$ cat config.mk
export PLATFORM = sky130hd
export DESIGN_NAME = vpa_pre
export DESIGN_NICKNAME = d
export VERILOG_FILES = /design/src/rtl/core/vpa_pkg.sv /design/src/rtl/core/vpa_pre.sv
export SDC_FILE = /design/constraint.sdc
export NUM_CORES = 1
export LEC_CHECK = 0
export BUFFER_PORTS_ARGS = -buffer_cell sky130_fd_sc_hd__buf_2
export CORE_UTILIZATION = 34
export CTS_BUF_LIST = sky130_fd_sc_hd__clkbuf_16
export CTS_CLUSTER_SIZE = 25
export DETAILED_ROUTE_END_ITERATION = 10
export PLACE_DENSITY_LB_ADDON = 0.15
export REMOVE_ABC_BUFFERS = 1
export SLEW_MARGIN = 10
export SYNTH_ARGS = -nofsm -noshare
export SYNTH_HDL_FRONTEND = slang
export SYNTH_SLANG_ARGS = --single-unit
export TNS_END_PERCENT = 1
$ cat constraint.sdc
create_clock -name clk -period 5.7 [get_ports clk]
set_input_delay 0.57 -clock clk [delete_from_list [all_inputs] [get_ports clk]]
set_output_delay 0.57 -clock clk [all_outputs]
set_load 0.01 [all_outputs]
$ cat src/rtl/core/vpa_pkg.sv
// Shared types, constants and the CORDIC arctangent table for vector_pair_angle.
// No dependencies.
`default_nettype none

package vpa_pkg;

  localparam int COORD_W     = 32;
  localparam int TOL_W       = 16;
  localparam int TURN_W      = 19;
  localparam int ACC_FRAC    = 30;
  localparam int PRESCALE_SH = 16;
  localparam int XY_W        = 52;
  localparam int Z_W         = 35;
  localparam int ANG_W       = 33;
  localparam int DATA_W      = 32;
  localparam int ADDR_W      = 3;

  localparam int ANGLE_FRAC_BITS_DEF = 16;
  localparam int CORDIC_STAGES_DEF   = 18;

  localparam logic [0:0]       REG_ZERO_TOL = 1'b0;
  localparam logic [TOL_W-1:0] TOL_RESET    = 16'd1;

  localparam logic signed [Z_W-1:0] PI_Q30     = 35'sd3373259426;
  localparam logic signed [Z_W-1:0] TWO_PI_Q30 = 35'sd6746518852;

  typedef struct packed {
    logic signed [XY_W-1:0] x;
    logic signed [XY_W-1:0] y;
    logic signed [Z_W-1:0]  z;
    logic                   zero;
  } vec_t;

  typedef struct packed {
    vec_t a;
    vec_t b;
    logic ccw;
    logic near_zero;
  } pipe_t;

  typedef struct packed {
    logic [ANG_W-1:0] a1;
    logic [ANG_W-1:0] a2;
    logic             ccw;
    logic             near_zero;
  } ang_t;

  typedef struct packed {
    logic [ANG_W-1:0] diff;
    logic             ccw;
    logic             near_zero;
  } diff_t;

  // atan(2^-i) in Q30
  function automatic logic signed [Z_W-1:0] atan_q30(input int i);
    logic signed [Z_W-1:0] r;
    case (i)
      0:  r = 35'sh03243F6A8;
      1:  r = 35'sh01DAC6705;
      2:  r = 35'sh00FADBAFC;
      3:  r = 35'sh007F56EA6;
      4:  r = 35'sh003FEAB76;
      5:  r = 35'sh001FFD55B;
      6:  r = 35'sh000FFFAAA;
      7:  r = 35'sh0007FFF55;
      8:  r = 35'sh0003FFFEA;
      9:  r = 35'sh0001FFFFD;
      10: r = 35'sh0000FFFFF;
      11: r = 35'sh00007FFFF;
      12: r = 35'sh00003FFFF;
      13: r = 35'sh00001FFFF;
      14: r = 35'sh00000FFFF;
      15: r = 35'sh000007FFF;
      16: r = 35'sh000003FFF;
      17: r = 35'sh000001FFF;
      18: r = 35'sh000000FFF;
      19: r = 35'sh0000007FF;
      20: r = 35'sh0000003FF;
      21: r = 35'sh0000001FF;
      22: r = 35'sh0000000FF;
      23: r = 35'sh00000007F;
      24: r = 35'sh00000003F;
      25: r = 35'sh00000001F;
      26: r = 35'sh00000000F;
      27: r = 35'sh000000008;
      28: r = 35'sh000000004;
      29: r = 35'sh000000002;
      30: r = 35'sh000000001;
      default: r = '0;
    endcase
    return r;
  endfunction

endpackage

`default_nettype wire

$ cat src/rtl/core/vpa_pre.sv
// Input stage: small-vector test, half-turn pre-rotation and prescale.
// Depends on vpa_pkg.
`default_nettype none

module vpa_pre (
  input  wire logic                                clk,
  input  wire logic                                rst,
  input  wire logic                                in_valid,
  input  wire logic signed [vpa_pkg::COORD_W-1:0]  fx,
  input  wire logic signed [vpa_pkg::COORD_W-1:0]  fy,
  input  wire logic signed [vpa_pkg::COORD_W-1:0]  sx,
  input  wire logic signed [vpa_pkg::COORD_W-1:0]  sy,
  input  wire logic                                ccw,
  input  wire logic        [vpa_pkg::TOL_W-1:0]    tol,
  output      logic                                ready,
  output      logic                                out_valid,
  output      vpa_pkg::pipe_t                      out_data,
  input  wire logic                                nxt_ready
);

  function automatic logic [vpa_pkg::COORD_W-1:0] mag(
    input logic signed [vpa_pkg::COORD_W-1:0] v
  );
    return v[vpa_pkg::COORD_W-1] ? (~v) + 1'b1 : v;
  endfunction

  function automatic vpa_pkg::vec_t prep(
    input logic signed [vpa_pkg::COORD_W-1:0] x,
    input logic signed [vpa_pkg::COORD_W-1:0] y
  );
    vpa_pkg::vec_t          v;
    logic signed [vpa_pkg::XY_W-1:0] xe;
    logic signed [vpa_pkg::XY_W-1:0] ye;
    xe = {{(vpa_pkg::XY_W-vpa_pkg::COORD_W){x[vpa_pkg::COORD_W-1]}}, x};
    ye = {{(vpa_pkg::XY_W-vpa_pkg::COORD_W){y[vpa_pkg::COORD_W-1]}}, y};
    v.zero = (x == '0) && (y == '0);
    if (x[vpa_pkg::COORD_W-1]) begin
      v.x = (-xe) <<< vpa_pkg::PRESCALE_SH;
      v.y = (-ye) <<< vpa_pkg::PRESCALE_SH;
      v.z = vpa_pkg::PI_Q30;
    end else begin
      v.x = xe <<< vpa_pkg::PRESCALE_SH;
      v.y = ye <<< vpa_pkg::PRESCALE_SH;
      v.z = '0;
    end
    return v;
  endfunction

  logic [vpa_pkg::COORD_W-1:0] tol_ext;
  vpa_pkg::pipe_t              d_next;

  assign tol_ext = {{(vpa_pkg::COORD_W-vpa_pkg::TOL_W){1'b0}}, tol};
  assign ready   = !out_valid || nxt_ready;

  always_comb begin
    d_next.a         = prep(fx, fy);
    d_next.b         = prep(sx, sy);
    d_next.ccw       = ccw;
    d_next.near_zero = ((mag(fx) < tol_ext) && (mag(fy) < tol_ext)) ||
                       ((mag(sx) < tol_ext) && (mag(sy) < tol_ext));
  end

  always_ff @(posedge clk) begin
    if (rst) begin
      out_valid <= 1'b0;
    end else if (ready) begin
      out_valid <= in_valid;
    end
  end

  always_ff @(posedge clk) begin
    if (ready && in_valid) begin
      out_data <= d_next;
    end
  end

endmodule

`default_nettype wire

==> PnR_summary.wiki <==
{| class="wikitable"
! Metric !! Value
|-
| Final cell area excluding filler cells || 13,200 um2
|-
| DRC violations left || 0
|-
| Global-route congestion overflow total || 0
|-
| Root Driver || sky130_fd_sc_hd__clkbuf_16
|-
| Post-synthesis adder-cell area fraction || 7.64%
|-
| Post-synthesis to final-layout area growth || 18.9%
|-
| Count of hold-fix buffers inserted at cts || 0
|-
| Initial core utilization || 34.9%
|-
| Post-CTS Setup Inserts || 0
|-
| Cell variety after synth || 71
|-
| Wire length of the first global-routing pass || 49.4 mm
|-
| XOR/XNOR share of the synthesized area || 11.8%
|-
| Final RePlAce weighted congestion || 0.850
|-
| Register-to-register setup slack || 3.42 ns
|-
| Sequential cell area || 4520 um2
|-
| Startpoint type of the worst setup path || primary input
|-
| Share of the synthesized area in the top cell type || 40.5%
|-
| Min-delay worst type || in -> reg
|-
| Clock insertion delay at the later pin of the skew report || 0.43 ns
|-
| Origin of the worst setup path || fy[7]
|-
| Dominant cells by area after synthesis || sky130_fd_sc_hd__edfxtp_1 40%, sky130_fd_sc_hd__xnor2_1 11%, sky130_fd_sc_hd__buf_4 8.9%
|-
| Final-stage net count || 1,633
|-
| Number of rows created at floorplan || 65
|-
| Worst reg2reg path endpoint || out_data[58]
|-
| Worst EP required || 5.95 ns
|-
| Violation count after the first detailed-routing iteration || 507
|-
| Top cell type by total area after synthesis || sky130_fd_sc_hd__edfxtp_1
|-
| Die Area || 33,500 um2
|-
| RSZ-0062 raised after global routing || false
|-
| Average cell area after synthesis || 9.96 um2
|-
| Multiplexer share of the synthesized area || 0.607%
|-
| Count of vias placed by the detailed router || 9,135
|-
| Post-DR wirelength/cell || 18.1 um
|-
| Worst-margin pin slew || 0.879 ns
|-
| Power density relative to cell area || 241 nW/um2
|-
| Number of I/O port buffers || 330
|-
| Post-route clock skew || 0.00661 ns
|-
| IR Drop Worst-Case VDD || 0.199 mV
|-
| Reg2reg start || out_valid
|-
| EDFF count, synth || 150
|-
| Fraction of final layout cells with drive strength greater than 1 || 27.2%
|-
| Summed instance area of the synthesized netlist || 11,100 um2
|-
| Antenna viol nets, final || 0
|-
| Fill cell count || 3,254
|-
| First-pass DRT Iterations || 5
|-
| H-tree depth || 4
|-
| Overall track demand over capacity in global routing || 19.7%
|-
| Start-to-end type of the worst setup path || in -> reg
|-
| Number of synthesized register bits || 151
|-
| Share of synthesized registers carrying an async set or reset || 0%
|-
| Crit path time final || 4.08 ns
|-
| Final setup TNS || 0 ns
|-
| Post-layout util || 41.5%
|-
| Lkg Pwr || 5.43 nW
|-
| Result of the run || finished clean
|-
| Number of buffers added by the clock tree synthesis step || 17
|-
| Data arrival at the endpoint of the critical path || 4.33 ns
|-
| Post-Syn Instances || 1,117
|-
| Critical path endpoint category || flop
|-
| Vias in the first global route || 8,439
|-
| Final period util || 71.5%
|-
| Die outline width || 183 um
|-
| Worst setup path endpoint || out_data[0]
|-
| Post-Route WL || 33.7 mm
|-
| Clock slew at the register clock pins of the worst setup and hold paths || 0.06 ns
|-
| I/O pin total || 433
|-
| Max-Cap Viols || 0
|-
| Finish-stage setup viols || 0
|-
| Total power || 3.19 mW
|-
| Number of clock sinks seen by CTS || 151
|-
| Via count normalized by instance count || 4.90
|-
| Simple-gate area share of the yosys netlist || 17.8%
|-
| Critical path fanouts, max || 7
|-
| Dominant combinational cell family by area after synthesis || simple AND/OR/NAND/NOR gates
|-
| TritonCTS clock tree || built
|-
| Post-cts gate resize count || 0
|-
| Relative slew slack || 41.4%
|-
| Sequential fraction of the synthesis area || 40.7%
|-
| Longest Clk Path Bufs || 2
|-
| DP Area || 12,700 um2
|-
| Final Max Tran Viols || 0
|-
| Sum of net half-perimeters after detailed placement || 26.8 mm
|-
| Placeable core area || 31,900 um2
|-
| Depth of the worst register-to-register path || 3
|-
| Number of antenna violations at the first check in global routing || 1
|-
| Fmax achieved || 245 MHz
|-
| Yosys Warn Count || 0
|-
| Compound-Gate Fraction of Synth Area || 10.2%
|-
| Die H || 183 um
|-
| Predominant post-synthesis flop cell || sky130_fd_sc_hd__edfxtp_1
|-
| Hold Vio Cnt, Final || 0
|-
| Combined area of the multi-input logic cells || 5760 um2
|-
| Maximum number of pins on one net before global-route repair || 65
|}
## synth_stat cells (2+ instances only)
library cell                instances
sky130_fd_sc_hd__a2111oi_0          4
sky130_fd_sc_hd__a21o_1             6
sky130_fd_sc_hd__a21oi_1           29
sky130_fd_sc_hd__a221oi_1           2
sky130_fd_sc_hd__a31oi_1            4
sky130_fd_sc_hd__and2_1             5
sky130_fd_sc_hd__and4_1             3
sky130_fd_sc_hd__buf_1              8
sky130_fd_sc_hd__buf_4            132
sky130_fd_sc_hd__clkbuf_1          23
sky130_fd_sc_hd__edfxtp_1         150
sky130_fd_sc_hd__ha_1              68
sky130_fd_sc_hd__inv_1             35
sky130_fd_sc_hd__mux2_2             6
sky130_fd_sc_hd__nand2_1          118
sky130_fd_sc_hd__nand2b_1          20
sky130_fd_sc_hd__nand3_1           24
sky130_fd_sc_hd__nand3b_1           3
sky130_fd_sc_hd__nand4_1           22
sky130_fd_sc_hd__nand4b_1           9
sky130_fd_sc_hd__nor2_1            42
sky130_fd_sc_hd__nor2b_1            5
sky130_fd_sc_hd__nor3_1            31
sky130_fd_sc_hd__nor3b_1            2
sky130_fd_sc_hd__nor4_1            21
sky130_fd_sc_hd__nor4_2             2
sky130_fd_sc_hd__nor4_4             2
sky130_fd_sc_hd__nor4b_1            2
sky130_fd_sc_hd__o211ai_1           3
sky130_fd_sc_hd__o21ai_0           64
sky130_fd_sc_hd__o22ai_1            2
sky130_fd_sc_hd__o311a_1            2
sky130_fd_sc_hd__o31ai_1           27
sky130_fd_sc_hd__o32a_1             2
sky130_fd_sc_hd__o41ai_1           10
sky130_fd_sc_hd__or2_2              5
sky130_fd_sc_hd__or3_1             25
sky130_fd_sc_hd__or4_1             17
sky130_fd_sc_hd__or4_4              2
sky130_fd_sc_hd__xnor2_1          142
sky130_fd_sc_hd__xor2_1             8
## sequential cells by signal, indices dropped and copies added (netlist names)
name       cells
out_valid      1
out_data     150
## cell type report
cell class | count | share of cell area (%)
repair buffers | 336 | 12.8
inverters | 35 | 0.992
clock buffers | 17 | 3.21
diodes | 1 | 0.0189
clock inverters | 15 | 1.14
multi-input cells | 875 | 43.5
well taps | 435 | 4.11
flip-flops and latches | 151 | 34.2
## metal layers
metal  up-vias  wire [um]  global-route usage (%)
met5         -          0                       0
li1       4449          -                       -
met1      4312      14100                    24.2
met2       350      16800                    34.6
met3        24       2220                    4.33
met4         0        556                    5.50
## power breakdown
part           switching, mW  internal [mW]  leakage [nW]
Sequential            0.0278           1.34          1.46
Clock                  0.485          0.646         0.275
Combinational          0.431          0.263          3.69
Total                  0.944           2.25          5.43
## kinds of logic after synthesis
group | Yosys count
and+or+nand+nor | 367
xor gates and xnor gates | 150
DFF | 151
muxes | 6
other | 1
buffers and inverters | 200
adders and majority gates | 68
AOI/OAI and AO/OA | 174
## worst max-delay path: stages
cell	delay, ns
sky130_fd_sc_hd__buf_2	0.13
sky130_fd_sc_hd__nor4_2	0.60
sky130_fd_sc_hd__nand4_1	0.29
sky130_fd_sc_hd__or3_1	0.42
sky130_fd_sc_hd__or3_1	0.34
sky130_fd_sc_hd__nand2_1	0.09
sky130_fd_sc_hd__xnor2_1	0.12
sky130_fd_sc_hd__ha_1	0.26
sky130_fd_sc_hd__nand4_1	0.10
sky130_fd_sc_hd__nor4_1	0.07
sky130_fd_sc_hd__a221o_1	0.27
sky130_fd_sc_hd__or4_1	0.39
sky130_fd_sc_hd__nor3_1	0.23
sky130_fd_sc_hd__nand4_1	0.17
sky130_fd_sc_hd__o32ai_2	0.29
## how the worst min path moves through the flow
stage                      endpoint  slack (ns)  depth (start not counted)      start
final                     out_valid        0.29                          2        rst
after global routing      out_valid        0.28                          2        rst
after CTS                 out_valid        0.27                          2        rst
after detailed placement  out_valid        0.52                          2  out_valid
after global placement    out_valid        0.50                          2  out_valid
after floorplan           out_valid        0.59                          2  out_valid
## placed cells by master, fill, tap and decap left out, types with 8 or more instances in the layout
cell type                   instances
sky130_fd_sc_hd__buf_2            330
sky130_fd_sc_hd__nand2b_1          20
sky130_fd_sc_hd__nor3_1            31
sky130_fd_sc_hd__o41ai_1           10
sky130_fd_sc_hd__ha_1              68
sky130_fd_sc_hd__clkbuf_16         17
sky130_fd_sc_hd__a21oi_1           29
sky130_fd_sc_hd__xnor2_1          142
sky130_fd_sc_hd__nand3_1           24
sky130_fd_sc_hd__or3_1             25
sky130_fd_sc_hd__nor2_1            42
sky130_fd_sc_hd__inv_1             35
sky130_fd_sc_hd__o21ai_0           64
sky130_fd_sc_hd__conb_1           110
sky130_fd_sc_hd__xor2_1             8
sky130_fd_sc_hd__o31ai_1           27
sky130_fd_sc_hd__edfxtp_1         150
sky130_fd_sc_hd__nor4_1            21
sky130_fd_sc_hd__nand2_1          118
sky130_fd_sc_hd__nand4b_1           9
sky130_fd_sc_hd__or4_1             17
sky130_fd_sc_hd__nand4_1           22
## per-stage QoR
step           cells  hold WS, ns  worst slack (ns)
6_report        1865        0.295              1.62
5_1_grt         1865        0.276              1.34
4_1_cts         1864        0.270              1.65
3_5_place_dp    1832        0.516              1.21
3_3_place_gp    1832        0.497              1.38
2_1_floorplan   1061        0.593             0.948
Note: power is estimated with default switching activity, not from simulation.
