[config.mk]
export PLATFORM = sky130hd
export DESIGN_NAME = vpa_wrap
export DESIGN_NICKNAME = d
export VERILOG_FILES = /design/src/rtl/core/vpa_pkg.sv /design/src/rtl/core/vpa_wrap.sv
export SDC_FILE = /design/constraint.sdc
export NUM_CORES = 1
export LEC_CHECK = 0
export BUFFER_PORTS_ARGS = -buffer_cell sky130_fd_sc_hd__buf_2
export CORE_AREA = 2 2 139 141
export CTS_BUF_LIST = sky130_fd_sc_hd__clkbuf_4 sky130_fd_sc_hd__clkbuf_8 sky130_fd_sc_hd__clkbuf_16
export CTS_CLUSTER_SIZE = 14
export DETAILED_ROUTE_END_ITERATION = 7
export DIE_AREA = 0 0 141 143
export HOLD_SLACK_MARGIN = 0.05
export PLACE_DENSITY = 0.68
export SYNTH_ARGS = -nofsm -noshare
export SYNTH_HDL_FRONTEND = slang
export SYNTH_SLANG_ARGS = --single-unit
[constraint.sdc]
create_clock -name clk -period 2.9 [get_ports clk]
set_input_delay 0.435 -clock clk [delete_from_list [all_inputs] [get_ports clk]]
set_output_delay 0.435 -clock clk [all_outputs]
set_load 0.1 [all_outputs]
[src/rtl/core/vpa_pkg.sv]
// Shared types, constants and the CORDIC arctangent table for vector_pair_angle.
// No dependencies.
`default_nettype none

package vpa_pkg;

  localparam int COORD_W     = 32;
  localparam int TOL_W       = 16;
  localparam int TURN_W      = 19;
  localparam int ACC_FRAC    = 30;
  localparam int PRESCALE_SH = 16;
  localparam int XY_W        = 52;
  localparam int Z_W         = 35;
  localparam int ANG_W       = 33;
  localparam int DATA_W      = 32;
  localparam int ADDR_W      = 3;

  localparam int ANGLE_FRAC_BITS_DEF = 16;
  localparam int CORDIC_STAGES_DEF   = 18;

  localparam logic [0:0]       REG_ZERO_TOL = 1'b0;
  localparam logic [TOL_W-1:0] TOL_RESET    = 16'd1;

  localparam logic signed [Z_W-1:0] PI_Q30     = 35'sd3373259426;
  localparam logic signed [Z_W-1:0] TWO_PI_Q30 = 35'sd6746518852;

  typedef struct packed {
    logic signed [XY_W-1:0] x;
    logic signed [XY_W-1:0] y;
    logic signed [Z_W-1:0]  z;
    logic                   zero;
  } vec_t;

  typedef struct packed {
    vec_t a;
    vec_t b;
    logic ccw;
    logic near_zero;
  } pipe_t;

  typedef struct packed {
    logic [ANG_W-1:0] a1;
    logic [ANG_W-1:0] a2;
    logic             ccw;
    logic             near_zero;
  } ang_t;

  typedef struct packed {
    logic [ANG_W-1:0] diff;
    logic             ccw;
    logic             near_zero;
  } diff_t;

  // atan(2^-i) in Q30
  function automatic logic signed [Z_W-1:0] atan_q30(input int i);
    logic signed [Z_W-1:0] r;
    case (i)
      0:  r = 35'sh03243F6A8;
      1:  r = 35'sh01DAC6705;
      2:  r = 35'sh00FADBAFC;
      3:  r = 35'sh007F56EA6;
      4:  r = 35'sh003FEAB76;
      5:  r = 35'sh001FFD55B;
      6:  r = 35'sh000FFFAAA;
      7:  r = 35'sh0007FFF55;
      8:  r = 35'sh0003FFFEA;
      9:  r = 35'sh0001FFFFD;
      10: r = 35'sh0000FFFFF;
      11: r = 35'sh00007FFFF;
      12: r = 35'sh00003FFFF;
      13: r = 35'sh00001FFFF;
      14: r = 35'sh00000FFFF;
      15: r = 35'sh000007FFF;
      16: r = 35'sh000003FFF;
      17: r = 35'sh000001FFF;
      18: r = 35'sh000000FFF;
      19: r = 35'sh0000007FF;
      20: r = 35'sh0000003FF;
      21: r = 35'sh0000001FF;
      22: r = 35'sh0000000FF;
      23: r = 35'sh00000007F;
      24: r = 35'sh00000003F;
      25: r = 35'sh00000001F;
      26: r = 35'sh00000000F;
      27: r = 35'sh000000008;
      28: r = 35'sh000000004;
      29: r = 35'sh000000002;
      30: r = 35'sh000000001;
      default: r = '0;
    endcase
    return r;
  endfunction

endpackage

`default_nettype wire

[src/rtl/core/vpa_wrap.sv]
// Wraps both CORDIC angles into [0, 2pi); an exact zero vector gets angle 0.
// Depends on vpa_pkg.
`default_nettype none

module vpa_wrap (
  input  wire logic           clk,
  input  wire logic           rst,
  input  wire logic           in_valid,
  input  wire vpa_pkg::pipe_t in_data,
  output      logic           ready,
  output      logic           out_valid,
  output      vpa_pkg::ang_t  out_data,
  input  wire logic           nxt_ready
);

  function automatic logic [vpa_pkg::ANG_W-1:0] wrap(input vpa_pkg::vec_t v);
    logic signed [vpa_pkg::Z_W-1:0] w;
    if (v.z < 0) begin
      w = v.z + vpa_pkg::TWO_PI_Q30;
    end else if (v.z >= vpa_pkg::TWO_PI_Q30) begin
      w = v.z - vpa_pkg::TWO_PI_Q30;
    end else begin
      w = v.z;
    end
    return v.zero ? '0 : w[vpa_pkg::ANG_W-1:0];
  endfunction

  vpa_pkg::ang_t d_next;

  assign ready = !out_valid || nxt_ready;

  always_comb begin
    d_next.a1        = wrap(in_data.a);
    d_next.a2        = wrap(in_data.b);
    d_next.ccw       = in_data.ccw;
    d_next.near_zero = in_data.near_zero;
  end

  always_ff @(posedge clk) begin
    if (rst) begin
      out_valid <= 1'b0;
    end else if (ready) begin
      out_valid <= in_valid;
    end
  end

  always_ff @(posedge clk) begin
    if (ready && in_valid) begin
      out_data <= d_next;
    end
  end

endmodule

`default_nettype wire

==> flow_summary.yaml, run 1 <==
run_status:
  status: "completed"
logic_synthesis:
  async_flop_share_pct: 0
  synth_area_leaders: "edfxtp_1 (33%), nor2_1 (6.1%), mux2_2 (5.5%), nor2b_1 (5.3%), mux2_1 (2.9%)"
  syn_area_um2: 6190
  synth_seq_cells: 69
  syn_inst: 701
  synthMostInstantiatedCell: "nor2_1"
  synth_area_per_cell_um2: 8.830
  synth_edf_count: 68
  synth_seq_area_share_pct: 33.31
  synth_top_cell_area_share_pct: 32.99
  synth_commonest_cells: "nor2_1 (100), edfxtp_1 (68), nor2b_1 (52)"
  synth-main-ff-cell: "edfxtp_1"
  yosys.area.top_type: "edfxtp_1"
  yosys_warnings: 0
  synth_cell_types: 94
  syn_nets: 993
routing:
  first_pass_iters: 5
  wl_per_cell_um: 17.04
  vias_per_cell: 5.567
  drc: 0
  wirelength_um: 19000
  vias: 6207
  drtIter0Drc: 398
  antenna_left: 0
setup_path:
  r2r_start: "out_valid$_SDFFE_PP0N_"
  crit_fanout: 12
  critical_path_required_ns: 3.00
  crit_path_end_kind: "flop"
  slowest_stage: "o41ai_1"
  cpPeakStageDelay_ns: 0.51
  path_class: "input pin to flop"
  rr_worst_depth: 3
  arrival_ns: 2.69
  start_kind: "input pin"
  r2r-end: "out_data[19]$_SDFFCE_PP0P_"
  rrSetupSlack_ns: 1.42
  path_cells: "buf_2 -> nor4bb_1 -> nand4_1 -> o31ai_2 -> a211oi_2 -> o41ai_1 -> mux2_1"
cells_and_area:
  nets: 1167
  area_growth_pct: 26.16
  drive_gt1_share_pct: 35.34
  instances_no_fill: 1115
  n_fill_cell: 1821
cts:
  cts_setup_buffers: 0
  cts-hold-fix-buffers: 0
  cts_max_level: 3
  root_buffer: "clkbuf_16"
  clockBufferDepth: 2
  cts-resized-gates: 0
  cts_tree: "done"
  clk_pin_slew_ns: 0.06
  cts_sinks: 69
  cts_buffers: 9
  clk_latency_ns: 0.35
power_and_ir_drop:
  swShare_pct: 39.87
  peakVddDrop_uv: 266.7
  switchingPower_w: 0.001469
  p_seq_share_pct: 33.0
  pwr-share-clk_pct: 30.9
  cellLeakagePower_nw: 3.247
  power_density_nw_per_um2: 471.9
  comb_power_share_pct: 36.1
  internal_power_w: 0.002216
  power_w: 0.003685
placement:
  port_buffers: 147
  globalplace.congestion: 0.9458
  dpl.hpwl_um: 14350
  placedCellCount: 1098
worst_hold_path:
  hold_path_depth: 2
  min_from: "rst"
  holdCritPathClass: "input pin to flop"
  hold_end: "out_valid$_SDFFE_PP0N_"
global_route:
  grt_first_pass_wirelength_um: 29480
  grt_max_degree: 41
  grt-ovfl-total: 0
  grt_pass1_vias: 5609
  grtUsageTotal_pct: 18.42
  antenna_found_initial: 2
timing:
  maxSlewHeadroom_pct: 39.90
  rsz0062_at_grt: "false"
  finalClockSkew_ns: 0.006421
  max_freq_mhz: 385.2
  setup_tns_ns: 0
  tightest_slew_ns: 0.8998
  setup_viol: 0
  slew_viol_final: 0
  period_share_pct: 89.53
  period_needed_ns: 2.596
  hold_violations: 0
floorplan:
  ios: 356
  die-height_um: 143
  start_util_pct: 33.31
  die_w_um: 141
  rows: 50
  fp.dieArea_um2: 20160
  core_area_um2: 18580
job:
  maxCapViolCount: 0
[layout make-up]
type | instances | area [um2] | share of cell area [%]
multi-input combinational | 552 | 3736 | 47.84
sequential | 69 | 2062 | 26.41
timing repair buffer | 222 | 1336 | 17.11
tap | 234 | 292.8 | 3.749
clock buffer | 9 | 225.2 | 2.884
inverter | 21 | 78.83 | 1.009
clock inverter | 7 | 75.07 | 0.9614
antenna | 1 | 2.502 | 0.03205
[how the worst max path moves through the flow]
stage                           startpoint                         end  slack (ns)  cells after the start
CTS                            in_data[27]  out_data[10]$_SDFFCE_PP0P_        0.31                      7
global placement               in_data[27]  out_data[10]$_SDFFCE_PP0P_      -0.004                      7
detailed placement             in_data[27]  out_data[10]$_SDFFCE_PP0P_       -0.06                      7
global route                   in_data[27]  out_data[27]$_SDFFCE_PP0P_        0.17                      7
floorplan           out_valid$_SDFFE_PP0N_       out_data[0]$_DFFE_PP_        0.21                      2
finish                         in_data[29]  out_data[34]$_SDFFCE_PP0P_        0.30                      7
[per-layer routing]
metal	vias up	global-route usage, %	wire [um]
li1	2992	-	-
met1	2922	26.17	8717
met2	270	27.55	8290
met3	23	4.494	1639
met4	0	5.842	353
met5	-	0	0
[kinds of logic after synthesis]
| family | Yosys count | synth area share, % |
|---|---|---|
| buffers and inverters | 80 | 6.408 |
| AO/OA/AOI/OAI | 170 | 20.90 |
| AND/OR/NAND/NOR | 324 | 28.60 |
| XOR/XNOR | 1 | 0.1415 |
| multiplexers | 51 | 9.420 |
| adder cells (fa/ha/maj) | 6 | 1.213 |
| flip-flops | 69 | 33.31 |
[placed cells by master, fill, tap and decap left out, drive strengths merged, types with 4 or more instances in the layout]
cell type    n
buf        222
nand3       18
nor3        25
o21ai       21
a211oi       5
nand4       21
and2         7
or2          5
o21bai       4
clkinv       5
and3         8
a21o         7
inv         22
a31oi       13
o311ai       4
nor4b        4
or3          5
o211ai       6
a22oi       16
a2bb2oi      8
nor4bb       4
edfxtp      68
ha           6
a2111oi      7
nand2       44
o22ai        5
a21oi       28
nor2b       52
nor4        11
mux2        49
nor2       100
o31ai        7
nand2b       7
clkbuf       9
[state kept, by name, indices dropped and copies added, names as in the netlist]
| signal | count |
|---|---|
| out_data | 68 |
| out_valid | 1 |
[power by group through the flow]
stage                     combinational, W  clock (W)  sequential (W)
final                              0.00133    0.00114         0.00122
after global placement             0.00131          0         0.00124
after CTS                          0.00133    0.00117         0.00122
after global routing               0.00141    0.00121         0.00122
after detailed placement           0.00132          0         0.00124
after floorplan                   0.000462          0         0.00178
[through the flow]
step / hold slack (ns) / setup WS (ns) / utilization (%) / area, um2
3_5_place_dp: 0.4878 / -0.05696 / 40.40 / 7506
3_3_place_gp: 0.4769 / -0.003572 / 40.40 / 7506
6_report: 0.2390 / 0.3037 / 42.03 / 7809
5_1_grt: 0.2344 / 0.1734 / 42.03 / 7809
4_1_cts: 0.2230 / 0.3111 / 42.01 / 7806
2_1_floorplan: 0.5041 / 0.2082 / - / 6193
[critical path: cells and delay by family]
family | cells | cell delay (ns)
AOI/OAI and AO/OA | 3 | 1.20
muxes | 1 | 0.36
and+or+nand+nor | 2 | 0.57
buffers and inverters | 1 | 0.12
Note: power is estimated with default switching activity, not from simulation.
==> run 2, diff against run 1 <==
--- a/config.mk
+++ b/config.mk
@@ -5,14 +5,16 @@
 export SDC_FILE = /design/constraint.sdc
 export NUM_CORES = 1
 export LEC_CHECK = 0
+export ABC_AREA = 1
 export BUFFER_PORTS_ARGS = -buffer_cell sky130_fd_sc_hd__buf_2
-export CORE_AREA = 2 2 139 141
+export CORE_ASPECT_RATIO = 1.75
+export CORE_MARGIN = 2
+export CORE_UTILIZATION = 38
 export CTS_BUF_LIST = sky130_fd_sc_hd__clkbuf_4 sky130_fd_sc_hd__clkbuf_8 sky130_fd_sc_hd__clkbuf_16
 export CTS_CLUSTER_SIZE = 14
 export DETAILED_ROUTE_END_ITERATION = 7
-export DIE_AREA = 0 0 141 143
 export HOLD_SLACK_MARGIN = 0.05
-export PLACE_DENSITY = 0.68
+export PLACE_DENSITY = 0.73
 export SYNTH_ARGS = -nofsm -noshare
 export SYNTH_HDL_FRONTEND = slang
 export SYNTH_SLANG_ARGS = --single-unit
==> flow_summary.yaml, run 2 <==
timing:
  max_freq_mhz: 429.0
  rsz0062_at_grt: "false"
  maxSlewHeadroom_pct: 44.62
  hold_violations: 0
  finalClockSkew_ns: 0.004787
  period_needed_ns: 2.331
  setup_tns_ns: 0
  period_share_pct: 80.39
  setup_slack_ns: 0.5687
  tightest_slew_ns: 0.8298
  setup_viol: 0
  slew_viol_final: 0
global_route:
  grt_max_degree: 69
  grt-ovfl-total: 0
  grtUsageTotal_pct: 30.56
  grt_pass1_vias: 9159
  grt_first_pass_wirelength_um: 49160
  antenna_found_initial: 0
power_and_ir_drop:
  cellLeakagePower_nw: 4.494
  peakVddDrop_uv: 310.8
  power_density_nw_per_um2: 446.5
cts:
  cts_sinks: 69
  cts_setup_buffers: 0
  root_buffer: "clkbuf_16"
  clk_pin_slew_ns: 0.06
  cts_buffers: 9
  clk_latency_ns: 0.34
  cts-resized-gates: 0
  cts_tree: "done"
  clockBufferDepth: 2
  cts-hold-fix-buffers: 0
  cts_max_level: 3
floorplan:
  die_w_um: 110.4
  die-height_um: 190.2
  start_util_pct: 38.48
  rows: 68
  core_area_um2: 19570
  fp.dieArea_um2: 21000
  ios: 356
routing:
  first_pass_iters: 5
  vias: 9362
  drtIter0Drc: 637
  wirelength_um: 32630
  drc: 0
  vias_per_cell: 5.536
  wl_per_cell_um: 19.30
  antenna_left: 0
logic_synthesis:
  syn_inst: 1283
  yosys_warnings: 0
  yosys.area.top_type: "edfxtp_1"
  syn_area_um2: 7531
  synth_commonest_cells: "nand2_1 (395), nand3_1 (180), nor2_1 (180)"
  syn_nets: 1575
  synth_seq_area_share_pct: 27.38
  synth_edf_count: 68
  synth_cell_types: 44
  synth_top_cell_area_share_pct: 27.11
  synth_area_leaders: "edfxtp_1 (27%), nand2_1 (20%), nand3_1 (12%), nor2_1 (9.0%), inv_1 (7.0%)"
  synth_seq_cells: 69
  synthMostInstantiatedCell: "nand2_1"
  synth-main-ff-cell: "edfxtp_1"
  async_flop_share_pct: 0
  synth_area_per_cell_um2: 5.870
cells_and_area:
  final_common_cell: "nand2_1"
  fin_util_pct: 46.23
  drive_gt1_share_pct: 17.36
  antenna_cells: 0
  biggestRegsByFlops: "out_data x68, out_valid x1"
  regMostFlops: "out_data"
  nets: 1733
  layout_common_cells: "nand2_1 (395), nor2_1 (180), nand3_1 (180)"
  n_fill_cell: 2203
  largest_reg_flops: 68
  area_growth_pct: 20.14
  instances_no_fill: 1691
placement:
  dpl.hpwl_um: 26010
  globalplace.congestion: 1.006
  place_ws_ns: 0.2851
  placedCellCount: 1675
  port_buffers: 147
setup_path:
  critical_path_required_ns: 3.00
  crit_fanout: 8
  arrival_ns: 2.43
  start_kind: "input pin"
  path_class: "input pin to flop"
  crit_path_end_kind: "flop"
worst_hold_path:
  holdCritPathClass: "input pin to flop"
job:
  maxCapViolCount: 0
run_status:
  status: "completed"
==> run 2: report_power, final <==
| group | switching, W | leakage (nW) | total [W] | internal, W |
|---|---|---|---|---|
| Sequential | 0.0000236 | 0.686 | 0.00121 | 0.00119 |
| Combinational | 0.00119 | 3.64 | 0.00150 | 0.000314 |
| Clock | 0.000472 | 0.166 | 0.00132 | 0.000851 |
==> run 2: cell type report <==
| class | count | area, um2 | share of cell area (%) |
|---|---|---|---|
| clock buffers | 10 | 232.7 | 2.572 |
| clock inverters | 6 | 111.4 | 1.231 |
| inverters | 157 | 589.3 | 6.514 |
| multi-input cells | 1020 | 4695 | 51.89 |
| flip-flops and latches | 69 | 2062 | 22.79 |
| well taps | 245 | 306.5 | 3.388 |
| repair buffers | 184 | 1051 | 11.62 |
==> run 2: metrics by stage <==
stage                     cell area (um2)  total power (W)  hold WS, ns
after floorplan                      7542         0.002306       0.5041
after global placement               8703         0.002717       0.5080
after detailed placement             8703         0.002721       0.5188
after CTS                            9047         0.004045       0.2309
after global routing                 9047         0.004202       0.2370
final                                9047         0.004039       0.2384
==> run 2: path summary, 6_finish.rpt <==
path | start | to | slack (ns) | cells past startpoint
worst max-delay path | in_data[145] | out_data[63]$_SDFFCE_PP0P_ | 0.57 | 13
worst min-delay path | rst | out_valid$_SDFFE_PP0N_ | 0.24 | 2
worst max register to register | out_valid$_SDFFE_PP0N_ | out_data[14]$_SDFFCE_PP0P_ | 1.64 | 2
worst min register to register | out_valid$_SDFFE_PP0N_ | out_valid$_SDFFE_PP0N_ | 0.53 | 2
==> run 2: worst max-delay path: stages <==
cell and delay, ns:
buf_2 0.18, inv_1 0.08, ha_1 0.23, nand2_1 0.13
inv_1 0.07, o21ai_0 0.43, nand2_1 0.10, nand2_1 0.20
nand3b_1 0.10, nand2_1 0.12, nand3_1 0.12, a21oi_1 0.17
nor2_1 0.06
==> run 2: logic make-up (layout without fill, tap and decap cells) <==
family	Yosys count	after routing	synth area share, %
AOI/OAI and AO/OA	153	153	10.57
xor gates and xnor gates	6	6	0.6978
adders and majority gates	6	6	0.9968
buffers and inverters	194	357	10.43
DFF	69	69	27.38
and+or+nand+nor	855	855	49.93
==> run 2: routing by layer <==
layer / routed length (um) / global-route usage (%)
met5: 0 / 0
met4: 2808 / 24.47
met3: 2633 / 7.343
met2: 16340 / 55.59
met1: 10850 / 29.07
