File: config.mk
export PLATFORM = sky130hd
export DESIGN_NAME = vpa_round
export DESIGN_NICKNAME = d
export VERILOG_FILES = /design/src/rtl/core/vpa_pkg.sv /design/src/rtl/core/vpa_round.sv
export SDC_FILE = /design/constraint.sdc
export NUM_CORES = 1
export LEC_CHECK = 0
export BUFFER_PORTS_ARGS = -buffer_cell sky130_fd_sc_hd__buf_2
export CAP_MARGIN = 20
export CORE_AREA = 2 2 70 72
export CTS_BUF_LIST = sky130_fd_sc_hd__clkbuf_8
export DETAILED_ROUTE_END_ITERATION = 10
export DIE_AREA = 0 0 72 74
export PLACE_DENSITY = 0.86
export SLEW_MARGIN = 20
export SYNTH_ARGS = -nofsm -noshare
export SYNTH_HDL_FRONTEND = slang
export SYNTH_SLANG_ARGS = --single-unit
File: constraint.sdc
create_clock -name clk -period 2.5 [get_ports clk]
set_clock_uncertainty 0.1 [all_clocks]
set_input_delay 0 -clock clk [delete_from_list [all_inputs] [get_ports clk]]
set_output_delay 0 -clock clk [all_outputs]
set_load 0.05 [all_outputs]
File: src/rtl/core/vpa_pkg.sv
// Shared types, constants and the CORDIC arctangent table for vector_pair_angle.
// No dependencies.
`default_nettype none

package vpa_pkg;

  localparam int COORD_W     = 32;
  localparam int TOL_W       = 16;
  localparam int TURN_W      = 19;
  localparam int ACC_FRAC    = 30;
  localparam int PRESCALE_SH = 16;
  localparam int XY_W        = 52;
  localparam int Z_W         = 35;
  localparam int ANG_W       = 33;
  localparam int DATA_W      = 32;
  localparam int ADDR_W      = 3;

  localparam int ANGLE_FRAC_BITS_DEF = 16;
  localparam int CORDIC_STAGES_DEF   = 18;

  localparam logic [0:0]       REG_ZERO_TOL = 1'b0;
  localparam logic [TOL_W-1:0] TOL_RESET    = 16'd1;

  localparam logic signed [Z_W-1:0] PI_Q30     = 35'sd3373259426;
  localparam logic signed [Z_W-1:0] TWO_PI_Q30 = 35'sd6746518852;

  typedef struct packed {
    logic signed [XY_W-1:0] x;
    logic signed [XY_W-1:0] y;
    logic signed [Z_W-1:0]  z;
    logic                   zero;
  } vec_t;

  typedef struct packed {
    vec_t a;
    vec_t b;
    logic ccw;
    logic near_zero;
  } pipe_t;

  typedef struct packed {
    logic [ANG_W-1:0] a1;
    logic [ANG_W-1:0] a2;
    logic             ccw;
    logic             near_zero;
  } ang_t;

  typedef struct packed {
    logic [ANG_W-1:0] diff;
    logic             ccw;
    logic             near_zero;
  } diff_t;

  // atan(2^-i) in Q30
  function automatic logic signed [Z_W-1:0] atan_q30(input int i);
    logic signed [Z_W-1:0] r;
    case (i)
      0:  r = 35'sh03243F6A8;
      1:  r = 35'sh01DAC6705;
      2:  r = 35'sh00FADBAFC;
      3:  r = 35'sh007F56EA6;
      4:  r = 35'sh003FEAB76;
      5:  r = 35'sh001FFD55B;
      6:  r = 35'sh000FFFAAA;
      7:  r = 35'sh0007FFF55;
      8:  r = 35'sh0003FFFEA;
      9:  r = 35'sh0001FFFFD;
      10: r = 35'sh0000FFFFF;
      11: r = 35'sh00007FFFF;
      12: r = 35'sh00003FFFF;
      13: r = 35'sh00001FFFF;
      14: r = 35'sh00000FFFF;
      15: r = 35'sh000007FFF;
      16: r = 35'sh000003FFF;
      17: r = 35'sh000001FFF;
      18: r = 35'sh000000FFF;
      19: r = 35'sh0000007FF;
      20: r = 35'sh0000003FF;
      21: r = 35'sh0000001FF;
      22: r = 35'sh0000000FF;
      23: r = 35'sh00000007F;
      24: r = 35'sh00000003F;
      25: r = 35'sh00000001F;
      26: r = 35'sh00000000F;
      27: r = 35'sh000000008;
      28: r = 35'sh000000004;
      29: r = 35'sh000000002;
      30: r = 35'sh000000001;
      default: r = '0;
    endcase
    return r;
  endfunction

endpackage

`default_nettype wire

File: src/rtl/core/vpa_round.sv
// Output stage: orientation, rounding to the output format, small-vector zeroing.
// Depends on vpa_pkg.
`default_nettype none

module vpa_round #(
  parameter int ANGLE_FRAC_BITS = vpa_pkg::ANGLE_FRAC_BITS_DEF
) (
  input  wire logic                         clk,
  input  wire logic                         rst,
  input  wire logic                         in_valid,
  input  wire vpa_pkg::diff_t               in_data,
  output      logic                         ready,
  output      logic                         out_valid,
  output      logic [vpa_pkg::TURN_W-1:0]   turn,
  input  wire logic                         nxt_ready
);

  localparam int SHIFT = vpa_pkg::ACC_FRAC - ANGLE_FRAC_BITS;
  localparam int SUM_W = (SHIFT + vpa_pkg::TURN_W > vpa_pkg::ANG_W + 1) ?
                         SHIFT + vpa_pkg::TURN_W : vpa_pkg::ANG_W + 1;
  localparam logic [SUM_W-1:0] HALF = SUM_W'(1) << (SHIFT - 1);
  localparam logic [SUM_W-1:0] TWO_PI = SUM_W'(vpa_pkg::TWO_PI_Q30);

  logic [SUM_W-1:0]          o;
  logic [SUM_W-1:0]          sum;
  logic [vpa_pkg::TURN_W-1:0] turn_next;

  assign ready = !out_valid || nxt_ready;

  always_comb begin
    o   = in_data.ccw ? SUM_W'(in_data.diff) : TWO_PI - SUM_W'(in_data.diff);
    sum = o + HALF;
    turn_next = in_data.near_zero ? '0 : sum[SHIFT +: vpa_pkg::TURN_W];
  end

  always_ff @(posedge clk) begin
    if (rst) begin
      out_valid <= 1'b0;
    end else if (ready) begin
      out_valid <= in_valid;
    end
  end

  always_ff @(posedge clk) begin
    if (ready && in_valid) begin
      turn <= turn_next;
    end
  end

endmodule

`default_nettype wire

==> results of run 1 <==
## power by group through the flow
stage | registers, W | logic (W) | clock network, W
global route | 0.000407 | 0.000558 | 0.000225
finish | 0.000405 | 0.000522 | 0.000209
global placement | 0.000412 | 0.000476 | 0
CTS | 0.000406 | 0.000491 | 0.000215
floorplan | 0.000506 | 0.000213 | 0
detailed placement | 0.000413 | 0.000487 | 0
## layer usage
metal  track usage  vias up
li1              -     1208
met1         0.263     1136
met2         0.365       99
met3        0.0122       11
met4        0.0692        0
met5             0        -
## state kept, by name, indices dropped and copies added, names as in the netlist
register / flops
out_valid: 1
turn: 19
## area by class of cell
cell class	instances	area [sq um]	area share
Timing Repair Buffer	125	821	0.262
Multi-Input combinational cell	212	1570	0.503
Inverter	9	33.8	0.0108
Sequential cell	20	591	0.189
Clock inverter	1	3.75	0.00120
Clock buffer	3	41.3	0.0132
Tap cell	54	67.6	0.0216
## metrics by stage
stage / total power (W) / setup WS, ns / util
5_1_grt: 0.00119 / -0.138 / 0.681
4_1_cts: 0.00111 / 0.0153 / 0.646
6_report: 0.00114 / -0.0179 / 0.681
3_3_place_gp: 0.000889 / -0.172 / 0.632
3_5_place_dp: 0.000900 / -0.251 / 0.632
2_1_floorplan: 0.000719 / -0.0835 / -
## placed cells by master (no fill, tap or decap), types with 10 or more instances in the layout
cell type,instances
buf_4,65
buf_2,55
nor2_1,26
nand2_1,19
edfxtp_1,19
a21oi_1,11
o21ai_0,11
o211ai_1,10
nor2b_1,10
## cells by family (layout without fill, tap and decap cells)
logic type               after synthesis  after routing  synth area share
adder cells (fa/ha/maj)                1              1           0.00586
XOR/XNOR                              18             18            0.0738
AND/OR/NAND/NOR                      110            110             0.303
AO/OA/AOI/OAI                         74             74             0.253
flip-flops                            20             20             0.277
buffers and inverters                 21            138            0.0428
multiplexers                           9              9            0.0451
## timing repair
item,in CTS,in global routing
gates resized for setup,0,26
setup buffers,0,7
hold buffers,2,0
endpoints found under the hold margin,1,0
setup endpoints to repair,0,6
## worst paths after layout
| kind | start | slack (ns) | depth (start not counted) | to |
|---|---|---|---|---|
| min | in_data[0] | 0.11 | 2 | turn[9] |
| max | in_data[16] | -0.02 | 9 | turn[12] |
| max reg2reg | out_valid | 0.99 | 2 | turn[10] |
| min reg2reg | out_valid | 0.96 | 3 | out_valid |
==> flow_metrics.env, run 1 <==
export IMPL_boundaryPins=60
export IMPL_p_leak_nw=1.29
export IMPL_clkTransAtPathRegs_ns=0.07
export IMPL_fin_crit_sh=1.01
export IMPL_required_ns=2.41
export IMPL_ys_seq_elements=20
export IMPL_cts_root_buf="clkbuf_8"
export IMPL_gp_congestion=0.901
export IMPL_slew_headroom=0.485
export IMPL_stdcell_area_sq_um=3130
export IMPL_combPwrFrac=0.459
export IMPL_synth_most_common_cell="nor2_1"
export IMPL_netlist_area_sq_um=2140
export IMPL_cp_num_buf_inv=1
export IMPL_synthArstFlopShare=0
export IMPL_synth_commonest_cells="26 x nor2_1, 19 x edfxtp_1, 19 x nand2_1"
export IMPL_first_iter_violations=162
export IMPL_viasPerCell=5.79
export IMPL_synthCells=253
export IMPL_sequentialPowerShare=0.357
export IMPL_drv_slew=0
export IMPL_dr_max_layer_used="met4"
export IMPL_antenna_cells=0
export IMPL_via_count=2454
export IMPL_synth_area_top_cells="edfxtp_1 27%, nor2_1 4.6%, xnor2_1 4.1%, o211ai_1 3.5%, nand2_1 3.3%"
export IMPL_fin_crit_ns=2.52
export IMPL_synth_edf_count=19
export IMPL_drv_cap=0
export IMPL_worstPathCellList="buf_2 -> nor3b_4 -> or3b_4 -> o311ai_4 -> nand4b_4 -> nor4b_4 -> and3_4 -> mux2i_1 -> mux2_1"
export IMPL_met2_length_um=2940
export IMPL_dieArea_sq_um=5330
export IMPL_core_sq_um=4600
export IMPL_crit_type="in -> reg"
export IMPL_outcome="finished with violations"
export IMPL_p_int_w=0.000720
export IMPL_synth_top_area_share=0.267
export IMPL_placed_cells=411
export IMPL_cts_tree="yes"
export IMPL_irDropWorstVdd_v=0.000223
export IMPL_p_switching_w=0.000416
export IMPL_dominantRegCellSynth="edfxtp_1"
export IMPL_ys_warn_count=0
export IMPL_p_per_area_nw_per_um2=363
export IMPL_place_area_sq_um=2900
export IMPL_cts_buffers=3
export IMPL_sw_frac_of_total=0.367
export IMPL_drive_gt1_frac=0.416
export IMPL_syn2layout_area_growth_pct=46.6
export IMPL_fin_nets=411
export IMPL_nFillCells=356
export IMPL_rows=25
export IMPL_hold_class="in -> reg"
export IMPL_cp_start_kind="input pin"
export IMPL_cp_max_fo=5
export IMPL_grt_pass1_vias=2024
export IMPL_grt_pass1_wl_um=8820
export IMPL_overflow=0
export IMPL_slowest_stage="or3b_4"
export IMPL_antenna_found_initial=0
export IMPL_die_width_um=72
export IMPL_initial_core_util=0.464
export IMPL_cp_arrival_ns=2.43
export IMPL_wl_um=5940
export IMPL_drtPass1Iterations=4
export IMPL_avgRoutedWirePerCell_um=14.0
export IMPL_clock_latency_ns=0.25
export IMPL_clockBufferDepth=2
export IMPL_fin_ws_ns=-0.0179
export IMPL_port_buffers=59
export IMPL_dp_hpwl_um=4500
export IMPL_synth_top_area_cell="edfxtp_1"
export IMPL_synth_fp_nets=293
export IMPL_critPathTopFamily="simple AND/OR/NAND/NOR gates"
export IMPL_pwr_share_clk=0.184
export IMPL_rsz0062_at_grt="yes"
export IMPL_fmax_mhz=397
export IMPL_drc_errors=0
export IMPL_hold_viol=0
export IMPL_tightest_slew_ns=0.773
export IMPL_end_kind="flip-flop"
export IMPL_tns_ns=-0.0179
export IMPL_ys_types=67
export IMPL_slowest_delay_ns=0.43
export IMPL_grt_use_total=0.204
export IMPL_m1WireLength_um=2560
export IMPL_grt_max_degree=24
export IMPL_clock_sinks=20
export IMPL_holdWs_ns=0.108
export IMPL_avgSynthCellArea_sq_um=8.44
export IMPL_wl_met3_um=327
export IMPL_final_antenna_net_count=0
export IMPL_final_instance_count_excl_fill=424
export IMPL_die_y_um=74
export IMPL_violations="negative setup slack"
export IMPL_ys_seq_area_frac=0.277
export IMPL_setup_viol_count_final=1
export IMPL_h_tree_depth=1
(Power assumes the default switching activity.)
==> inputs of run 2 (changes only) <==
--- a/config.mk
+++ b/config.mk
@@ -13,4 +13,5 @@
 export DIE_AREA = 0 0 72 74
 export PLACE_DENSITY = 0.86
+export SKIP_LAST_GASP = 1
 export SLEW_MARGIN = 20
 export SYNTH_ARGS = -nofsm -noshare
==> constraint.sdc (replaced) <==
create_clock -name clk -period 2.5 [get_ports clk]
set_clock_uncertainty 0.1 [all_clocks]
set_input_delay 0.375 -clock clk [delete_from_list [all_inputs] [get_ports clk]]
set_output_delay 0.375 -clock clk [all_outputs]
set_load 0.05 [all_outputs]
==> flow_metrics.env, run 2 (synthesis gave the netlist of run 1 again) <==
export IMPL_cp_startpoint="in_data[6]"
export IMPL_dp_hpwl_um=5030
export IMPL_grt_pass1_vias=2311
export IMPL_h_tree_depth=1
export IMPL_mostFrequentLayoutCell="buf_4"
export IMPL_sw_frac_of_total=0.364
export IMPL_largestRegisters="turn (19), out_valid (1)"
export IMPL_cp_max_fo=5
export IMPL_irDropWorstVdd_v=0.000179
export IMPL_drv_slew=0
export IMPL_outcome="finished with violations"
export IMPL_clkTransAtPathRegs_ns=0.07
export IMPL_rsz0062_at_grt="yes"
export IMPL_p_per_area_nw_per_um2=354
export IMPL_clock_sinks=20
export IMPL_cp_start_kind="input pin"
export IMPL_syn2layout_area_growth_pct=62.6
export IMPL_avgRoutedWirePerCell_um=16.5
export IMPL_viasPerCell=5.98
export IMPL_final_antenna_net_count=0
export IMPL_min_from="rst"
export IMPL_fin_crit_ns=2.88
export IMPL_via_count=2589
export IMPL_cts_buffers=3
export IMPL_sequentialPowerShare=0.329
export IMPL_grt_max_degree=24
export IMPL_die_y_um=74
export IMPL_tns_ns=-2.09
export IMPL_p_int_w=0.000781
export IMPL_largest_register_ffs=19
export IMPL_hold_class="in -> reg"
export IMPL_wl_um=7160
export IMPL_ctsHoldBuffers=0
export IMPL_p_leak_nw=1.40
export IMPL_tightest_slew_ns=0.773
export IMPL_combPwrFrac=0.480
export IMPL_dieArea_sq_um=5330
export IMPL_hold_viol=0
export IMPL_core_sq_um=4600
export IMPL_gp_congestion=0.883
export IMPL_initial_core_util=0.464
export IMPL_first_iter_violations=160
export IMPL_drc_errors=0
export IMPL_clockBufferDepth=2
export IMPL_pwr_share_clk=0.191
export IMPL_finalPower_w=0.00123
export IMPL_final_cell_mix="72 x buf_4, 45 x buf_2, 23 x nor2_1, 19 x nand2_1, 19 x edfxtp_1"
export IMPL_fmax_mhz=348
export IMPL_cts_tree="yes"
export IMPL_antenna_found_initial=0
export IMPL_p_switching_w=0.000448
export IMPL_overflow=0
export IMPL_crit_type="in -> reg"
export IMPL_fin_ws_ns=-0.377
export IMPL_fin_nets=420
export IMPL_cp_arrival_ns=2.78
export IMPL_slew_headroom=0.484
export IMPL_drtPass1Iterations=5
export IMPL_die_width_um=72
export IMPL_reg2reg_from="out_valid"
export IMPL_antenna_cells=0
export IMPL_top_register="turn"
export IMPL_setup_viol_count_final=9
export IMPL_rows=25
export IMPL_port_buffers=59
export IMPL_grt_pass1_wl_um=10400
export IMPL_drv_cap=0
export IMPL_fin_crit_sh=1.15
export IMPL_end_kind="flip-flop"
export IMPL_cts_root_buf="clkbuf_8"
export IMPL_clock_latency_ns=0.25
export IMPL_violations="negative setup slack"
export IMPL_grt_use_total=0.243
export IMPL_drive_gt1_frac=0.504
export IMPL_boundaryPins=60
export IMPL_required_ns=2.41
-- run 2: cell count changes in the layout (fill, tap and decap cells not counted), sizes merged --
| cell | delta |
|---|---|
| dlygate4sd3 | -2 |
| inv | -1 |
| clkbuf | +1 |
| buf | +11 |
-- run 2: per-stage QoR --
stage / cell area, sq um / instances / setup WS [ns] / hold WS, ns / util
floorplan: 2240 / 253 / -0.458 / 0.344 / -
global placement: 3000 / 418 / -0.617 / 0.386 / 0.651
detailed placement: 3000 / 418 / -0.654 / 0.397 / 0.651
CTS: 3270 / 429 / -0.310 / 0.164 / 0.711
global route: 3470 / 433 / -0.555 / 0.165 / 0.755
finish: 3470 / 433 / -0.377 / 0.167 / 0.755
-- run 2: layer usage --
metal | track usage | wire length (um) | vias up
li1 | - | - | 1224
met1 | 0.301 | 2780 | 1206
met2 | 0.452 | 3780 | 132
met3 | 0.0163 | 417 | 27
met4 | 0.0797 | 184 | 0
met5 | 0 | 0 | -
-- run 2: final timing paths --
check / depth (start not counted) / end / slack [ns]
worst max-delay path: 10 / turn[12] / -0.38
worst min-delay path: 2 / out_valid / 0.17
worst max register to register: 2 / turn[2] / 0.99
worst min register to register: 2 / out_valid / 0.40
-- run 2: worst max-delay path: stages --
cell	delay [ns]
buf_6	0.10
nor3_4	0.23
buf_4	0.15
a31oi_2	0.20
o311ai_4	0.38
nand4b_4	0.18
nor4b_4	0.36
and3_4	0.26
mux2i_2	0.25
mux2_4	0.32
-- run 2: power by group through the flow --
stage | sequential, W | clock [W] | combinational [W]
after floorplan | 0.000506 | 0 | 0.000220
after global routing | 0.000407 | 0.000255 | 0.000626
after detailed placement | 0.000412 | 0 | 0.000506
final | 0.000405 | 0.000235 | 0.000589
after global placement | 0.000412 | 0 | 0.000490
after CTS | 0.000405 | 0.000237 | 0.000544
-- run 2: what timing repair did --
action	in CTS	in global routing
endpoints found under the hold margin	0	0
resized for setup	33	38
pin swaps	18	16
setup endpoints to repair	9	13
setup buffers	8	7
-- run 2: layout make-up --
class | instances | area (sq um)
clock buffers | 4 | 55.1
fillers | 311 | 1130
inverters | 9 | 33.8
multi-input cells | 212 | 1760
flip-flops and latches | 20 | 591
well taps | 54 | 67.6
repair buffers | 134 | 965
==> inputs of run 3 (changes only) <==
- ABC_AREA: default -> 1
- CORE_AREA: 2 2 70 72 -> 4 4 75 77
- DIE_AREA: 0 0 72 74 -> 0 0 79 81
- PLACE_DENSITY: 0.86 -> 0.88
==> flow_metrics.env, run 3 <==
export IMPL_setup_viol_count_final=0
export IMPL_port_buffers=59
export IMPL_irDropWorstVdd_v=0.000312
export IMPL_ctsHoldBuffers=0
export IMPL_synth_edf_count=19
export IMPL_slowest_delay_ns=0.19
export IMPL_ys_types=26
export IMPL_pwr_share_clk=0.191
export IMPL_post_route_util=0.590
export IMPL_dominantRegCellSynth="edfxtp_1"
export IMPL_gp_congestion=0.964
export IMPL_p_leak_nw=1.57
export IMPL_grt_pass1_wl_um=10500
export IMPL_grt_pass1_vias=2606
export IMPL_final_antenna_net_count=0
export IMPL_netlist_area_sq_um=2480
export IMPL_synth_most_common_cell="nand2_1"
export IMPL_largest_register_ffs=19
export IMPL_cp_common_cell="nand2_2"
export IMPL_place_area_sq_um=2890
export IMPL_cts_tree="yes"
export IMPL_fin_nets=559
export IMPL_p_int_w=0.000629
export IMPL_grt_max_degree=20
export IMPL_antenna_cells=0
export IMPL_syn2layout_area_growth_pct=19.0
export IMPL_sw_frac_of_total=0.390
export IMPL_mostFrequentLayoutCell="nand2_1"
export IMPL_drv_cap=0
export IMPL_holdWs_ns=0.172
export IMPL_clock_latency_ns=0.25
export IMPL_nFillCells=550
export IMPL_die_y_um=81
export IMPL_hold_class="in -> reg"
export IMPL_p_switching_w=0.000402
export IMPL_ys_seq_elements=20
export IMPL_initial_core_util=0.496
export IMPL_p_per_area_nw_per_um2=349
export IMPL_cp_arrival_ns=2.24
export IMPL_h_tree_depth=1
export IMPL_synth_area_top_cells="nand2_1 24%, edfxtp_1 23%, nor2_1 12%, inv_1 9.4%, nand3_1 7.9%"
export IMPL_multi_input_area_sq_um=1630
export IMPL_tightest_slew_ns=0.383
export IMPL_clkTransAtPathRegs_ns=0.06
export IMPL_drv_slew=0
export IMPL_synth_top_area_cell="nand2_1"
export IMPL_core_sq_um=5010
export IMPL_sequentialPowerShare=0.390
export IMPL_fin_crit_sh=0.932
export IMPL_combPwrFrac=0.419
export IMPL_overflow=0
export IMPL_tns_ns=0
export IMPL_clockBufferDepth=2
export IMPL_final_seq_area_sq_um=591
export IMPL_boundaryPins=60
export IMPL_cts_buffers=3
export IMPL_synthCells=452
export IMPL_viasPerCell=5.08
export IMPL_synth_top_area_share=0.237
export IMPL_top_register="turn"
export IMPL_slowest_stage="nor2_1"
export IMPL_ys_warn_count=0
export IMPL_clock_sinks=20
export IMPL_cp_start_kind="input pin"
export IMPL_slew_headroom=0.744
export IMPL_outcome="finished, final reports clean"
export IMPL_drive_gt1_frac=0.207
export IMPL_via_count=2988
export IMPL_synth_commonest_cells="157 x nand2_1, 79 x nor2_1, 62 x inv_1"
export IMPL_synth_fp_nets=492
export IMPL_required_ns=2.41
export IMPL_final_instance_count_excl_fill=588
export IMPL_avgSynthCellArea_sq_um=5.50
export IMPL_stdcell_area_sq_um=2960
export IMPL_crit_type="in -> reg"
export IMPL_die_width_um=79
export IMPL_placed_cells=583
export IMPL_rows=26
export IMPL_largestRegisters="turn (19), out_valid (1)"
export IMPL_antenna_found_initial=0
export IMPL_critPathTopFamily="simple AND/OR/NAND/NOR gates"
export IMPL_r2r_slack_ns=1.37
export IMPL_drc_errors=0
export IMPL_dieArea_sq_um=6400
export IMPL_fin_crit_ns=2.33
export IMPL_cts_root_buf="clkbuf_8"
export IMPL_drtPass1Iterations=5
export IMPL_wl_um=6400
export IMPL_synthArstFlopShare=0
export IMPL_avgRoutedWirePerCell_um=10.9
export IMPL_worstPathCellList="buf_2 -> inv_2 -> nand2_1 -> nor2_1 -> nand3_1 -> nand2_1 -> inv_2 -> nand2_2 -> nand3_2 -> nand2_2 -> nand2_2 -> nor2_2 -> nand2_2 -> nor2_2 -> nand3_1 -> nor2_1 -> nor2_1"
export IMPL_ys_seq_area_frac=0.238
export IMPL_final_cell_mix="155 x nand2_1, 78 x nor2_1, 62 x inv_1, 59 x buf_2, 39 x nand3_1"
export IMPL_hold_viol=0
export IMPL_cp_max_fo=6
export IMPL_fmax_mhz=429
export IMPL_first_iter_violations=251
export IMPL_end_kind="flip-flop"
export IMPL_rsz0062_at_grt="yes"
export IMPL_grt_use_total=0.198
export IMPL_dp_hpwl_um=5430
export IMPL_cp_num_buf_inv=3
==> run 3: cell types whose count changed in the layout (fill, tap and decap cells not counted), sizes merged, moves of 9 or more <==
cell and change:
buf -68, inv +60, nand2 +148, nand3 +34, nor2 +62, nor2b -10
o211ai -10, xnor2 -9
==> run 3: path summary, 6_finish.rpt <==
check / cells past startpoint / start / end
hold / removal: 2 / rst / out_valid
hold reg to reg: 2 / out_valid / out_valid
setup / recovery: 17 / in_data[16] / turn[17]
setup reg to reg: 2 / out_valid / turn[6]
==> run 3: routing by layer <==
layer / global-route usage / vias to the layer above / part of all wire
met5: 0 / - / 0
met4: 0.0687 / 0 / 0.018
met3: 0.0166 / 12 / 0.076
met2: 0.354 / 119 / 0.47
met1: 0.252 / 1294 / 0.44
li1: - / 1563 / -
==> run 3: layout make-up <==
type / instances / share of cell area
clock inverters: 1 / 0.00127
well taps: 70 / 0.0296
multi-input cells: 359 / 0.550
repair buffers: 66 / 0.118
flip-flops and latches: 20 / 0.200
clock buffers: 3 / 0.0140
inverters: 69 / 0.0876
==> run 3: cell families (layout without fill, tap and decap cells) <==
family | after synthesis | in the layout | share of synthesized area
AO/OA/AOI/OAI | 37 | 37 | 0.0780
XOR/XNOR | 1 | 1 | 0.00353
adder cells (fa/ha/maj) | 1 | 1 | 0.00503
flip-flops | 20 | 20 | 0.238
buffers and inverters | 73 | 139 | 0.112
AND/OR/NAND/NOR | 320 | 320 | 0.564
==> run 3: power by group through the flow <==
stage	registers, W	logic [W]	clock network (W)
finish	0.000402	0.000433	0.000197
global route	0.000404	0.000477	0.000216
CTS	0.000402	0.000426	0.000204
detailed placement	0.000409	0.000424	0
global placement	0.000409	0.000417	0
floorplan	0.000498	0.000213	0
==> run 3: what timing repair did <==
| action | 4_1_cts | 5_1_grt |
|---|---|---|
| endpoints found under the hold margin | 0 | 0 |
| endpoints found under the setup margin | 0 | 4 |
| setup buffers | 0 | 1 |
| resized for setup | 0 | 5 |
==> run 3: through the flow <==
stage	power [W]	setup WS [ns]
2_1_floorplan	0.000711	0.296
3_3_place_gp	0.000826	0.0303
3_5_place_dp	0.000833	-0.0651
4_1_cts	0.00103	0.190
5_1_grt	0.00110	-0.0171
6_report	0.00103	0.170
